===== src/kmct_pkg.sv =====
// Package for the keyed match count table: request and result types,
// opcodes, the cell chain carry and the update command.
// Used by every module of the block; depends on nothing.
package kmct_pkg;

	localparam int TABLE_ENTRIES_DEF = 64;
	localparam int KEY_BITS_DEF      = 64;
	localparam int COUNT_BITS        = 32;

	localparam logic [COUNT_BITS-1:0] COUNT_MAX = {COUNT_BITS{1'b1}};

	localparam logic [1:0] OP_LOOKUP = 2'd0;
	localparam logic [1:0] OP_INC    = 2'd1;
	localparam logic [1:0] OP_DEC    = 2'd2;
	localparam logic [1:0] OP_NOP    = 2'd3;

	typedef struct packed {
		logic [1:0]  opcode;
		logic [63:0] key;
		logic        selected;
	} request_t;

	typedef struct packed {
		logic                  found;
		logic [COUNT_BITS-1:0] previous_count;
		logic [COUNT_BITS-1:0] current_count;
		logic                  became_matched;
		logic                  became_unmatched;
		logic                  table_full;
	} result_t;

	typedef struct packed {
		logic                  active;
		logic                  hit;
		logic [COUNT_BITS-1:0] count;
		logic                  free_seen;
	} carry_t;

	typedef struct packed {
		logic                  upd;
		logic                  del;
		logic                  ins;
		logic [COUNT_BITS-1:0] cnt;
	} apply_t;

	typedef enum logic [1:0] {
		ST_IDLE,
		ST_SCAN,
		ST_DONE
	} state_t;

endpackage


===== src/kmct_cell.sv =====
// One entry of the keyed match count table and its stage of the scan chain.
// Depends on kmct_pkg for the carry and update command types.
module kmct_cell #(
	parameter int KEY_BITS = kmct_pkg::KEY_BITS_DEF
) (
	input  logic                  clk,
	input  logic                  arst_n,
	input  logic [KEY_BITS-1:0]   key,
	input  kmct_pkg::carry_t      carry_in,
	output kmct_pkg::carry_t      carry_out,
	input  kmct_pkg::apply_t      apply
);

	logic                                valid_q;
	logic [KEY_BITS-1:0]                 key_q;
	logic [kmct_pkg::COUNT_BITS-1:0]     count_q;
	logic                                match_q;
	logic                                first_free_q;
	logic                                match;
	kmct_pkg::carry_t                    carry_d;
	kmct_pkg::carry_t                    carry_q;

	always_comb begin
		match             = valid_q && (key_q == key);
		carry_d.active    = carry_in.active;
		carry_d.hit       = carry_in.hit | match;
		carry_d.count     = match ? count_q : carry_in.count;
		carry_d.free_seen = carry_in.free_seen | !valid_q;
	end

	always_ff @(posedge clk or negedge arst_n) begin
		if (!arst_n) begin
			carry_q      <= '0;
			match_q      <= 1'b0;
			first_free_q <= 1'b0;
			valid_q      <= 1'b0;
		end else begin
			carry_q <= carry_d;
			if (carry_in.active) begin
				match_q      <= match;
				first_free_q <= !valid_q && !carry_in.free_seen;
			end
			if (apply.del && match_q) begin
				valid_q <= 1'b0;
			end else if (apply.ins && first_free_q) begin
				valid_q <= 1'b1;
			end
		end
	end

	always_ff @(posedge clk) begin
		if (apply.upd && match_q) begin
			count_q <= apply.cnt;
		end else if (apply.ins && first_free_q) begin
			key_q   <= key;
			count_q <= kmct_pkg::COUNT_BITS'(1);
		end
	end

	assign carry_out = carry_q;

endmodule


===== config.mk =====
export PLATFORM = sky130hd
export DESIGN_NAME = kmct_cell
export DESIGN_NICKNAME = d
export VERILOG_FILES = /design/src/kmct_pkg.sv /design/src/kmct_cell.sv
export SDC_FILE = /design/constraint.sdc
export NUM_CORES = 1
export LEC_CHECK = 0
export BUFFER_PORTS_ARGS = -buffer_cell sky130_fd_sc_hd__buf_2
export CAP_MARGIN = 20
export CORE_MARGIN = 2
export CORE_UTILIZATION = 45
export DETAILED_ROUTE_END_ITERATION = 7
export PLACE_DENSITY = 0.75
export SLEW_MARGIN = 5
export SYNTH_ARGS = -nofsm -noshare
export SYNTH_HDL_FRONTEND = slang
export SYNTH_SLANG_ARGS = --single-unit

===== constraint.sdc =====
create_clock -name clk -period 4.5 [get_ports clk]
set_input_delay 0.45 -clock clk [delete_from_list [all_inputs] [get_ports clk]]
set_output_delay 0.45 -clock clk [all_outputs]
set_load 0.05 [all_outputs]

==> impl_metrics.csv <==
group,metric,value,unit
placement,routability_congestion_estimate,0.841,
setup_path,critical-path-max-stage-delay,0.44,ns
placement,numPortBuffers,170,
pwr,power.static_leakage,0.00290,µW
yosys,synth.net_count,456,
placement,placedInstanceArea,0.00628,mm²
pwr,cellPowerDensity,428,mW/mm²
timing,slew_violations,0,
route,detailedRoute.firstPassIterationCount,4,
clock_network,h-tree-depth,4,
setup_path,minimum_setup_slack_among_reg_to_reg_paths,1.86,ns
setup_path,worst-setup-path-type,"flip-flop to flip-flop",
clock_network,cts_root_buf,"sky130_fd_sc_hd__clkbuf_16",
yosys,synth_warnings,0,
finish,finish.utilization,0.598,
clock_network,post_cts_resized,0,
timing,timing.final.crit_period,2.64,ns
finish,final_area,0.00683,mm²
grt,first_global_vias,3508,
timing,grt_setup_unrepaired,"false",
timing,layout_worst_path_cycle_share,0.586,
timing,setup_tns_final,0,ns
grt,initial_antenna_violation_count,1,
setup_path,timing.rr.start,"key_q[39]",
yosys,synth_top_area_cell,"sky130_fd_sc_hd__edfxtp_1",
timing,report.final.setup_viol,0,
route,drt_drc_violations_left,0,
floorplanning,io_pins,171,
clock_network,tritoncts,"built",
floorplanning,initial_core_util,0.462,
setup_path,worst-endpoint-arrival,2.93,ns
run_status,run_status,"finished clean",
finish,area_growth,29.4,%
grt,grt_start_max_net_pins,65,
clock_network,cts_hold_repair.buffers,0,
route,wl_per_cell,16.4,µm
setup_path,worstPathRequired,4.80,ns
job,cap_viol_max_count,0,
timing,fmax,0.379,GHz
floorplanning,num_rows,39,
finish,nets,639,
clock_network,worst_setup_hold_path_clk_slew,0.06,ns
clock_network,numClockSinks,134,
setup_path,timing.critical_path.fanout_max,34,
yosys,synth_top_cells_by_area,"sky130_fd_sc_hd__edfxtp_1 (55%), sky130_fd_sc_hd__dfrtp_1 (18%), sky130_fd_sc_hd__mux2_2 (6.8%)",
setup_path,ff2ff_path_depth,7,
yosys,synth-main-ff-cell,"sky130_fd_sc_hd__edfxtp_1",
route,antenna_violating_nets_post_route,0,
setup_path,cp_cell_sequence,"xor2_1 -> nor4_1 -> nand4_1 -> or3_4 -> nor4_4 -> buf_4 -> mux2_2",
floorplanning,coreArea,0.0114,mm²
route,route.vias.total,3251,
yosys,mean_instance_size_in_the_synthesized_netlist,16.5,µm²
setup_path,setup.worst_path.start_class,"flip-flop",
setup_path,crit_path_end_kind,"flip-flop",
clock_network,cts-buffers-inserted,17,
grt,globalRouteOverflowTotal,0,
timing,holdWs,0.142,ns
route,vias_per_cell,4.93,
yosys,synth_edf_count,96,
floorplanning,floorplan.die_area,0.0126,mm²
finish,layout-drive-gt1-share,0.455,
pwr,vdd.ir_drop.worst,0.240,mV
setup_path,crit_path_top_delay_cell,"sky130_fd_sc_hd__buf_4",
yosys,synth-seq-area-share,0.726,
route,drt_iter0_drc,151,
yosys,synth_cells,320,
setup_path,r2r_end,"carry_out[11]",
timing,worst_clock_skew,0.00682,ns
timing,worstMarginPinSlew,0.974,ns
clock_network,clockBufferDepth,2,
yosys,ys_types,28,
placement,dp_hpwl,7860,µm
route,totalWireLength,10900,µm
grt,grt_first_pass_wirelength,17500,µm
grt,grtUsageTotal,0.183,
timing,slew_headroom,0.351,
yosys,netlist.area_leader.share,0.546,
yosys,synthMostInstantiatedCell,"sky130_fd_sc_hd__edfxtp_1",
min_path,min-delay-path-class,"input pin to async pin",
floorplanning,chipWidth,112,µm
timing,report.final.hold_viol_count,0,
clock_network,postCtsSetupRepairBufs,0,
floorplanning,dieHeight,112,µm
clock_network,clk-insertion-delay-late,0.41,ns
yosys,ys_seq_elements,134,
yosys,synth_top_cells_by_count,"sky130_fd_sc_hd__edfxtp_1 (96), sky130_fd_sc_hd__dfrtp_1 (38), sky130_fd_sc_hd__mux2_2 (32)",
yosys,async_reset_ff_frac,0.284,
yosys,synth_area,0.00528,mm²
==> worst max path at each step <==
stage / slack [ns] / cells past startpoint / start / endpoint
6_report: 1.86 / 7 / key_q[39] / carry_out[11]
4_1_cts: 1.80 / 7 / key_q[39] / carry_out[11]
2_1_floorplan: 0.25 / 2 / match_q / key_q[0]
5_1_grt: 1.69 / 7 / key_q[4] / carry_out[3]
3_3_place_gp: 1.69 / 8 / key[4] / carry_out[6]
3_5_place_dp: 1.60 / 8 / key[4] / carry_out[11]
==> cell type report <==
cell class                      instances  area, µm²
Tap cell                              143        179
Multi-Input combinational cell        164       1350
Fill cell                             950       4590
Antenna cell                            1       2.50
Timing Repair Buffer                  173        873
Sequential cell                       134       3830
Clock buffer                           27        493
Clock inverter                          5       50.0
Inverter                               13       48.8
==> stage by stage <==
step	worst slack, ns	std cells	total power (µW)
6_report	1.86	660	2920
5_1_grt	1.69	660	3020
4_1_cts	1.80	659	2960
3_5_place_dp	1.60	627	1690
3_3_place_gp	1.69	627	1680
2_1_floorplan	0.254	320	1570
==> registers in the layout (all words and copies together) (netlist names) <==
signal	cells
carry_out	35
first_free_q	1
valid_q	1
key_q	64
count_q	32
match_q	1
==> layout by cell type, fill, tap and decap left out, types with 3 or more instances in the layout <==
cell	instances
sky130_fd_sc_hd__a22o_1	3
sky130_fd_sc_hd__and3_1	31
sky130_fd_sc_hd__buf_2	170
sky130_fd_sc_hd__buf_4	3
sky130_fd_sc_hd__clkbuf_1	7
sky130_fd_sc_hd__clkbuf_16	17
sky130_fd_sc_hd__clkbuf_8	3
sky130_fd_sc_hd__clkinv_2	4
sky130_fd_sc_hd__dfrtp_1	38
sky130_fd_sc_hd__edfxtp_1	96
sky130_fd_sc_hd__inv_1	13
sky130_fd_sc_hd__mux2_2	32
sky130_fd_sc_hd__nand2_1	5
sky130_fd_sc_hd__nand4_1	7
sky130_fd_sc_hd__nor2_1	3
sky130_fd_sc_hd__nor4_1	9
sky130_fd_sc_hd__o22ai_1	3
sky130_fd_sc_hd__o2bb2ai_1	3
sky130_fd_sc_hd__xnor2_1	22
sky130_fd_sc_hd__xor2_1	29
==> critical path, delay by kind of cell, from the launching register on <==
family | cells | cell delay (ns)
xor gates and xnor gates | 1 | 0.15
muxes | 1 | 0.39
buffers and inverters | 1 | 0.44
DFF | 1 | 0.39
and+or+nand+nor | 4 | 1.13
==> metal layers <==
metal	track usage	wire length, µm
met3	0.0524	554
met2	0.290	5400
met4	0.120	479
met1	0.220	4430
met5	0	0
==> power breakdown <==
part,internal (µW),leakage (µW),switching (µW)
Sequential,1390,0.00131,20.1
Combinational,95.4,0.00132,155
Clock,799,0.000269,465
==> cell families after synthesis <==
| family | count (synthesis) | synth area share |
|---|---|---|
| buffers and inverters | 22 | 0.0199 |
| xor gates and xnor gates | 51 | 0.0846 |
| AOI/OAI and AO/OA | 16 | 0.0223 |
| DFF | 134 | 0.726 |
| and+or+nand+nor | 63 | 0.0742 |
| muxes | 34 | 0.0725 |
No activity file was read; power rests on OpenSTA's default activity.
