`config.mk`:
```
export PLATFORM = sky130hd
export DESIGN_NAME = kmct_ctrl
export DESIGN_NICKNAME = d
export VERILOG_FILES = /design/src/kmct_pkg.sv /design/src/kmct_ctrl.sv
export SDC_FILE = /design/constraint.sdc
export NUM_CORES = 1
export LEC_CHECK = 0
export ABC_AREA = 1
export BUFFER_PORTS_ARGS = -buffer_cell sky130_fd_sc_hd__buf_2
export CAP_MARGIN = 20
export CORE_MARGIN = 2
export CORE_UTILIZATION = 35
export CTS_BUF_LIST = sky130_fd_sc_hd__clkbuf_16
export DETAILED_ROUTE_END_ITERATION = 8
export PLACE_DENSITY = 0.7
export SLEW_MARGIN = 20
export SYNTH_ARGS = -nofsm -noshare
export SYNTH_HDL_FRONTEND = slang
export SYNTH_SLANG_ARGS = --single-unit
```
`constraint.sdc`:
```
create_clock -name clk -period 15.8 [get_ports clk]
set_input_delay 1.58 -clock clk [delete_from_list [all_inputs] [get_ports clk]]
set_output_delay 1.58 -clock clk [all_outputs]
set_load 0.01 [all_outputs]
```
`src/kmct_pkg.sv`:
```
// Package for the keyed match count table: request and result types,
// opcodes, the cell chain carry and the update command.
// Used by every module of the block; depends on nothing.
package kmct_pkg;

	localparam int TABLE_ENTRIES_DEF = 64;
	localparam int KEY_BITS_DEF      = 64;
	localparam int COUNT_BITS        = 32;

	localparam logic [COUNT_BITS-1:0] COUNT_MAX = {COUNT_BITS{1'b1}};

	localparam logic [1:0] OP_LOOKUP = 2'd0;
	localparam logic [1:0] OP_INC    = 2'd1;
	localparam logic [1:0] OP_DEC    = 2'd2;
	localparam logic [1:0] OP_NOP    = 2'd3;

	typedef struct packed {
		logic [1:0]  opcode;
		logic [63:0] key;
		logic        selected;
	} request_t;

	typedef struct packed {
		logic                  found;
		logic [COUNT_BITS-1:0] previous_count;
		logic [COUNT_BITS-1:0] current_count;
		logic                  became_matched;
		logic                  became_unmatched;
		logic                  table_full;
	} result_t;

	typedef struct packed {
		logic                  active;
		logic                  hit;
		logic [COUNT_BITS-1:0] count;
		logic                  free_seen;
	} carry_t;

	typedef struct packed {
		logic                  upd;
		logic                  del;
		logic                  ins;
		logic [COUNT_BITS-1:0] cnt;
	} apply_t;

	typedef enum logic [1:0] {
		ST_IDLE,
		ST_SCAN,
		ST_DONE
	} state_t;

endpackage

```
`src/kmct_ctrl.sv`:
```
// Controller of the keyed match count table: takes a request, runs the scan
// down the cell chain, forms the result and sends the update to the cells.
// Depends on kmct_pkg.
module kmct_ctrl #(
	parameter int KEY_BITS = kmct_pkg::KEY_BITS_DEF
) (
	input  logic                  clk,
	input  logic                  arst_n,
	input  logic                  request_valid,
	output logic                  request_stall,
	input  kmct_pkg::request_t    request,
	output logic                  result_valid,
	input  logic                  result_stall,
	output kmct_pkg::result_t     result,
	output logic [KEY_BITS-1:0]   key_bcast,
	output kmct_pkg::carry_t      head,
	input  kmct_pkg::carry_t      tail,
	output kmct_pkg::apply_t      apply
);

	kmct_pkg::state_t                state_q;
	kmct_pkg::state_t                state_d;
	kmct_pkg::request_t              req_q;
	kmct_pkg::result_t               res_q;
	kmct_pkg::result_t               res_d;
	kmct_pkg::apply_t                apl_d;
	logic                            res_vld_q;
	logic                            head_act_q;
	logic                            hit_q;
	logic                            free_q;
	logic [kmct_pkg::COUNT_BITS-1:0] cnt_q;
	logic                            accept;
	logic                            fire;

	assign accept = request_valid && (state_q == kmct_pkg::ST_IDLE);
	assign fire   = (state_q == kmct_pkg::ST_DONE) && (!res_vld_q || !result_stall);

	always_comb begin
		res_d = '0;
		apl_d = '0;
		unique case (req_q.opcode)
			kmct_pkg::OP_LOOKUP: begin
				res_d.found          = hit_q && req_q.selected;
				res_d.previous_count = res_d.found ? cnt_q : '0;
				res_d.current_count  = res_d.previous_count;
			end
			kmct_pkg::OP_NOP: begin
				res_d.found          = hit_q;
				res_d.previous_count = hit_q ? cnt_q : '0;
				res_d.current_count  = res_d.previous_count;
			end
			kmct_pkg::OP_INC: begin
				if (hit_q) begin
					res_d.found          = 1'b1;
					res_d.previous_count = cnt_q;
					res_d.current_count  = (cnt_q == kmct_pkg::COUNT_MAX) ?
						kmct_pkg::COUNT_MAX : cnt_q + kmct_pkg::COUNT_BITS'(1);
					apl_d.upd            = 1'b1;
					apl_d.cnt            = res_d.current_count;
				end else if (free_q) begin
					res_d.current_count  = kmct_pkg::COUNT_BITS'(1);
					res_d.became_matched = 1'b1;
					apl_d.ins            = 1'b1;
				end else begin
					res_d.table_full = 1'b1;
				end
			end
			kmct_pkg::OP_DEC: begin
				if (hit_q) begin
					res_d.found          = 1'b1;
					res_d.previous_count = cnt_q;
					res_d.current_count  = (cnt_q == '0) ?
						'0 : cnt_q - kmct_pkg::COUNT_BITS'(1);
					if (res_d.current_count == '0) begin
						apl_d.del              = 1'b1;
						res_d.became_unmatched = (cnt_q != '0);
					end else begin
						apl_d.upd = 1'b1;
						apl_d.cnt = res_d.current_count;
					end
				end
			end
			default: begin
				res_d = '0;
			end
		endcase
	end

	always_comb begin
		state_d = state_q;
		unique case (state_q)
			kmct_pkg::ST_IDLE: begin
				if (accept) begin
					state_d = kmct_pkg::ST_SCAN;
				end
			end
			kmct_pkg::ST_SCAN: begin
				if (tail.active) begin
					state_d = kmct_pkg::ST_DONE;
				end
			end
			kmct_pkg::ST_DONE: begin
				if (fire) begin
					state_d = kmct_pkg::ST_IDLE;
				end
			end
			default: begin
				state_d = kmct_pkg::ST_IDLE;
			end
		endcase
	end

	always_ff @(posedge clk or negedge arst_n) begin
		if (!arst_n) begin
			state_q    <= kmct_pkg::ST_IDLE;
			head_act_q <= 1'b0;
			res_vld_q  <= 1'b0;
		end else begin
			state_q    <= state_d;
			head_act_q <= accept;
			if (fire) begin
				res_vld_q <= 1'b1;
			end else if (!result_stall) begin
				res_vld_q <= 1'b0;
			end
		end
	end

	always_ff @(posedge clk) begin
		if (accept) begin
			req_q <= request;
		end
		if (tail.active) begin
			hit_q  <= tail.hit;
			cnt_q  <= tail.count;
			free_q <= tail.free_seen;
		end
		if (fire) begin
			res_q <= res_d;
		end
	end

	always_comb begin
		head           = '0;
		head.active    = head_act_q;
		apply          = fire ? apl_d : '0;
	end

	assign request_stall = (state_q != kmct_pkg::ST_IDLE);
	assign result_valid  = res_vld_q;
	assign result        = res_q;
	assign key_bcast     = req_q.key[KEY_BITS-1:0];

`ifndef ASSERT_OFF
	a_accept_scan: assert property (@(posedge clk) disable iff (!arst_n)
		request_valid && !request_stall |=> state_q == kmct_pkg::ST_SCAN)
		else $error("Accepted request did not start a scan.");
	a_tail_in_scan: assert property (@(posedge clk) disable iff (!arst_n)
		tail.active |-> state_q == kmct_pkg::ST_SCAN)
		else $error("Scan token reached the controller outside a scan.");
	a_apply_onehot: assert property (@(posedge clk) disable iff (!arst_n)
		$onehot0({apply.upd, apply.del, apply.ins}))
		else $error("More than one table update issued at once.");
	a_apply_done: assert property (@(posedge clk) disable iff (!arst_n)
		(apply.upd || apply.del || apply.ins) |=> state_q == kmct_pkg::ST_IDLE && result_valid)
		else $error("Table update without a delivered result.");
	a_matched_one: assert property (@(posedge clk) disable iff (!arst_n)
		result_valid && result.became_matched |->
		result.current_count == kmct_pkg::COUNT_BITS'(1) && !result.found)
		else $error("New entry reported with a wrong count.");
`endif

endmodule

```
==> run metrics <==
mapped cell area 0.00972 mm2; final setup TNS 0 ns; setup ws final 10.29 ns; setup bufs post-CTS 0; unique cell type count in the Yosys netlist 43; share of cells above drive strength 1 0.271; Seq/Total Area, Yosys 0.532; Iteration-0 DRC Markers 835; maximum root-to-sink buffer count 2; DP Worst Slack 10.33 ns; WHS 0.537 ns; CP cell instances inv_2, ha_1, nand2_2, nor2_2, nand2_1, inv_2, nand2_2, nand3_1, nand2_1, nor3b_1, nand2_1, nor2_1, nand3_1, nor2_1, buf_2; Pre-antenna DRT Iters 7; Slew headroom 0.372; number of CTS-inserted buffers 17; vias in the first global route 7971; worst hold start result_valid; wire length per cell 20.0 um; Die ar. 0.0291 mm2; I/O Pins 310; via count 8394; number of synthesized flops with an enable pin 169; Synth Warn # 0; area share of the largest cell type after synthesis 0.522; Clock Sinks 173; die width 171 um; VDD IR max 52.9 uV; crit path time final 5.51 ns; Top FF cell, synth edfxtp_1; initial core utilization 0.353; Worst setup EP type output port; Most common cell on crit path nand2_1; Reg-to-Reg Start req_q[65]; Lkg Pwr 5.00 nW; worst-skew pair later-pin latency 0.44 ns; #FFs+latches synth 173; gr ovfl total 0; register area 0.00517 mm2; fin nets 1401; vias per cell 5.00; Reg clk slew, reported paths 0.07 ns; Area contributors post-synth edfxtp_1 52%, nand2_1 8.7%, buf_4 7.7%, nor2_1 6.5%, o21ai_0 3.6%; Antenna Cells 0; commonest non-fill, non-tap cell in the layout buf_2; critical path data required time 14.22 ns; WP buf/inv 3; hold worst-path end result_valid; fillers 2777; Synth Area per Inst 8.93 um2; Worst Skew 0.00948 ns; largest net degree at the start of global routing 71; core box area 0.0276 mm2; Largest stage delay, worst path 0.46 ns; port bufs 275; PostCTS Resize Cnt 0; antenna-violating nets left 0; Overall Global Routing Usage 0.228; Multi-input gate area 0.00341 mm2; first-pass GRT wire length 48300 um; Residual DRC 0; final hold vios 0; final setup fails 0; num rows 61; cell area power density 117 mW/mm2; FMAX 181 MHz; Routed WL 33500 um; Final Util 0.414; reg2reg end result[46]; MaxCap Viol Count 0; placed wire-length estimate 26000 um; htree depth 4; Synth area leader edfxtp_1; final worst path period share 0.349; fin. max-slew vios 0; Pwr Total 1.33 mW; most frequent cells in the layout 275 x buf_2, 225 x nand2_1, 169 x edfxtp_1, 167 x nor2_1, 80 x inv_1; RSZ-0062 raised after global routing no; CP max stage cell edfxtp_1; Hold Crit Depth 2; Async SR Flop Fraction 0.0231; CTS root buffer clkbuf_16; Cells after Synth 1089; Hold Path Class register to register; CTS tree built; measured slew at the worst slew-check pin 0.942 ns; Register-to-Register Path Depth 9; Startpoint Class register; die height 171 um; Post-CTS Hold Buffers 0; WP data arrival 3.93 ns; critical path fanouts, max 40; flop2flop setup slack 12.26 ns; cell family with most CP delay simple AND/OR/NAND/NOR gates; GPL Wtd Cong 0.988; Synth-to-Final Area Change 17.3%; status finished, final reports clean; initial antenna violation count 0; Worst Setup Path Type register to output port
-- registers in the layout, summed over array words and instances (netlist names) --
| name | cells |
|---|---|
| result | 68 |
| result_valid | 1 |
| key_bcast | 64 |
| free_q | 1 |
| req_q | 3 |
| cnt_q | 32 |
| hit_q | 1 |
| head_act_q | 1 |
| state_q | 2 |
-- layer usage --
| metal | GRT usage | up-vias | wire length (um) |
|---|---|---|---|
| li1 | - | 3905 | - |
| met1 | 0.291 | 3969 | 13600 |
| met2 | 0.381 | 469 | 16000 |
| met3 | 0.0386 | 51 | 2870 |
| met4 | 0.0955 | 0 | 1060 |
| met5 | 0 | - | 0 |
-- synthesized netlist by cell type, types with 2 or more instances --
library cell	number
ha_1	6
nor3b_1	2
clkbuf_1	17
nor4_1	2
xor2_1	22
buf_4	100
o211ai_1	4
nand3_1	66
nor2_1	168
nor2_4	2
nor2_2	9
nand2_2	7
o31ai_1	2
a21oi_1	33
nor3_1	13
or2_2	2
dfrtp_1	4
buf_2	12
edfxtp_1	169
buf_6	4
inv_1	80
o21ai_0	70
inv_2	5
nand2_1	225
o21ai_2	4
o21ai_1	22
nand4_1	23
-- tightest hold or removal path, cell delays in order, from the launching register on --
cell and delay (ns):
dfrtp_1 0.35, nand2_1 0.09, nand2_1 0.07
-- logic make-up (layout without fill, tap and decap cells) --
| logic type | Yosys count | in the layout | share of synthesized area |
|---|---|---|---|
| fa+ha+maj | 6 | 6 | 0.00772 |
| xor+xnor | 23 | 23 | 0.0207 |
| simple gates | 527 | 527 | 0.234 |
| flops | 173 | 173 | 0.532 |
| compound gates | 137 | 137 | 0.0739 |
| buf+inv | 222 | 401 | 0.131 |
| other cells | 1 | 34 | 0.000386 |
-- worst max path at each step --
stage / to / startpoint / cells after the start / slack, ns
floorplan: apply[24] / result_stall / 6 / 6.48
global placement: apply[23] / result_stall / 9 / 10.48
detailed placement: apply[15] / result_stall / 9 / 10.33
CTS: apply[33] / cnt_q[0] / 15 / 10.30
global route: apply[33] / cnt_q[0] / 15 / 9.93
finish: apply[33] / cnt_q[0] / 15 / 10.29
-- area by class of cell --
cell class              instances  share of cell area
flip-flops and latches        173               0.454
multi-input cells             727               0.299
repair buffers                283               0.126
well taps                     378              0.0414
clock buffers                  17              0.0373
inverters                      87              0.0291
clock inverters                14              0.0136
-- per-stage QoR --
| stage | std cells | cell area, um2 |
|---|---|---|
| 6_report | 1679 | 11400 |
| 3_3_place_gp | 1648 | 10800 |
| 4_1_cts | 1679 | 11400 |
| 5_1_grt | 1679 | 11400 |
| 3_5_place_dp | 1648 | 10800 |
| 2_1_floorplan | 1122 | 9850 |
-- power by group --
part	switching, mW	internal (mW)	leakage (nW)	total (mW)
clock	0.191	0.236	0.293	0.427
sequential	0.0360	0.596	1.65	0.631
combinational	0.194	0.0805	3.06	0.274
Note: power is estimated with default switching activity, not from simulation.
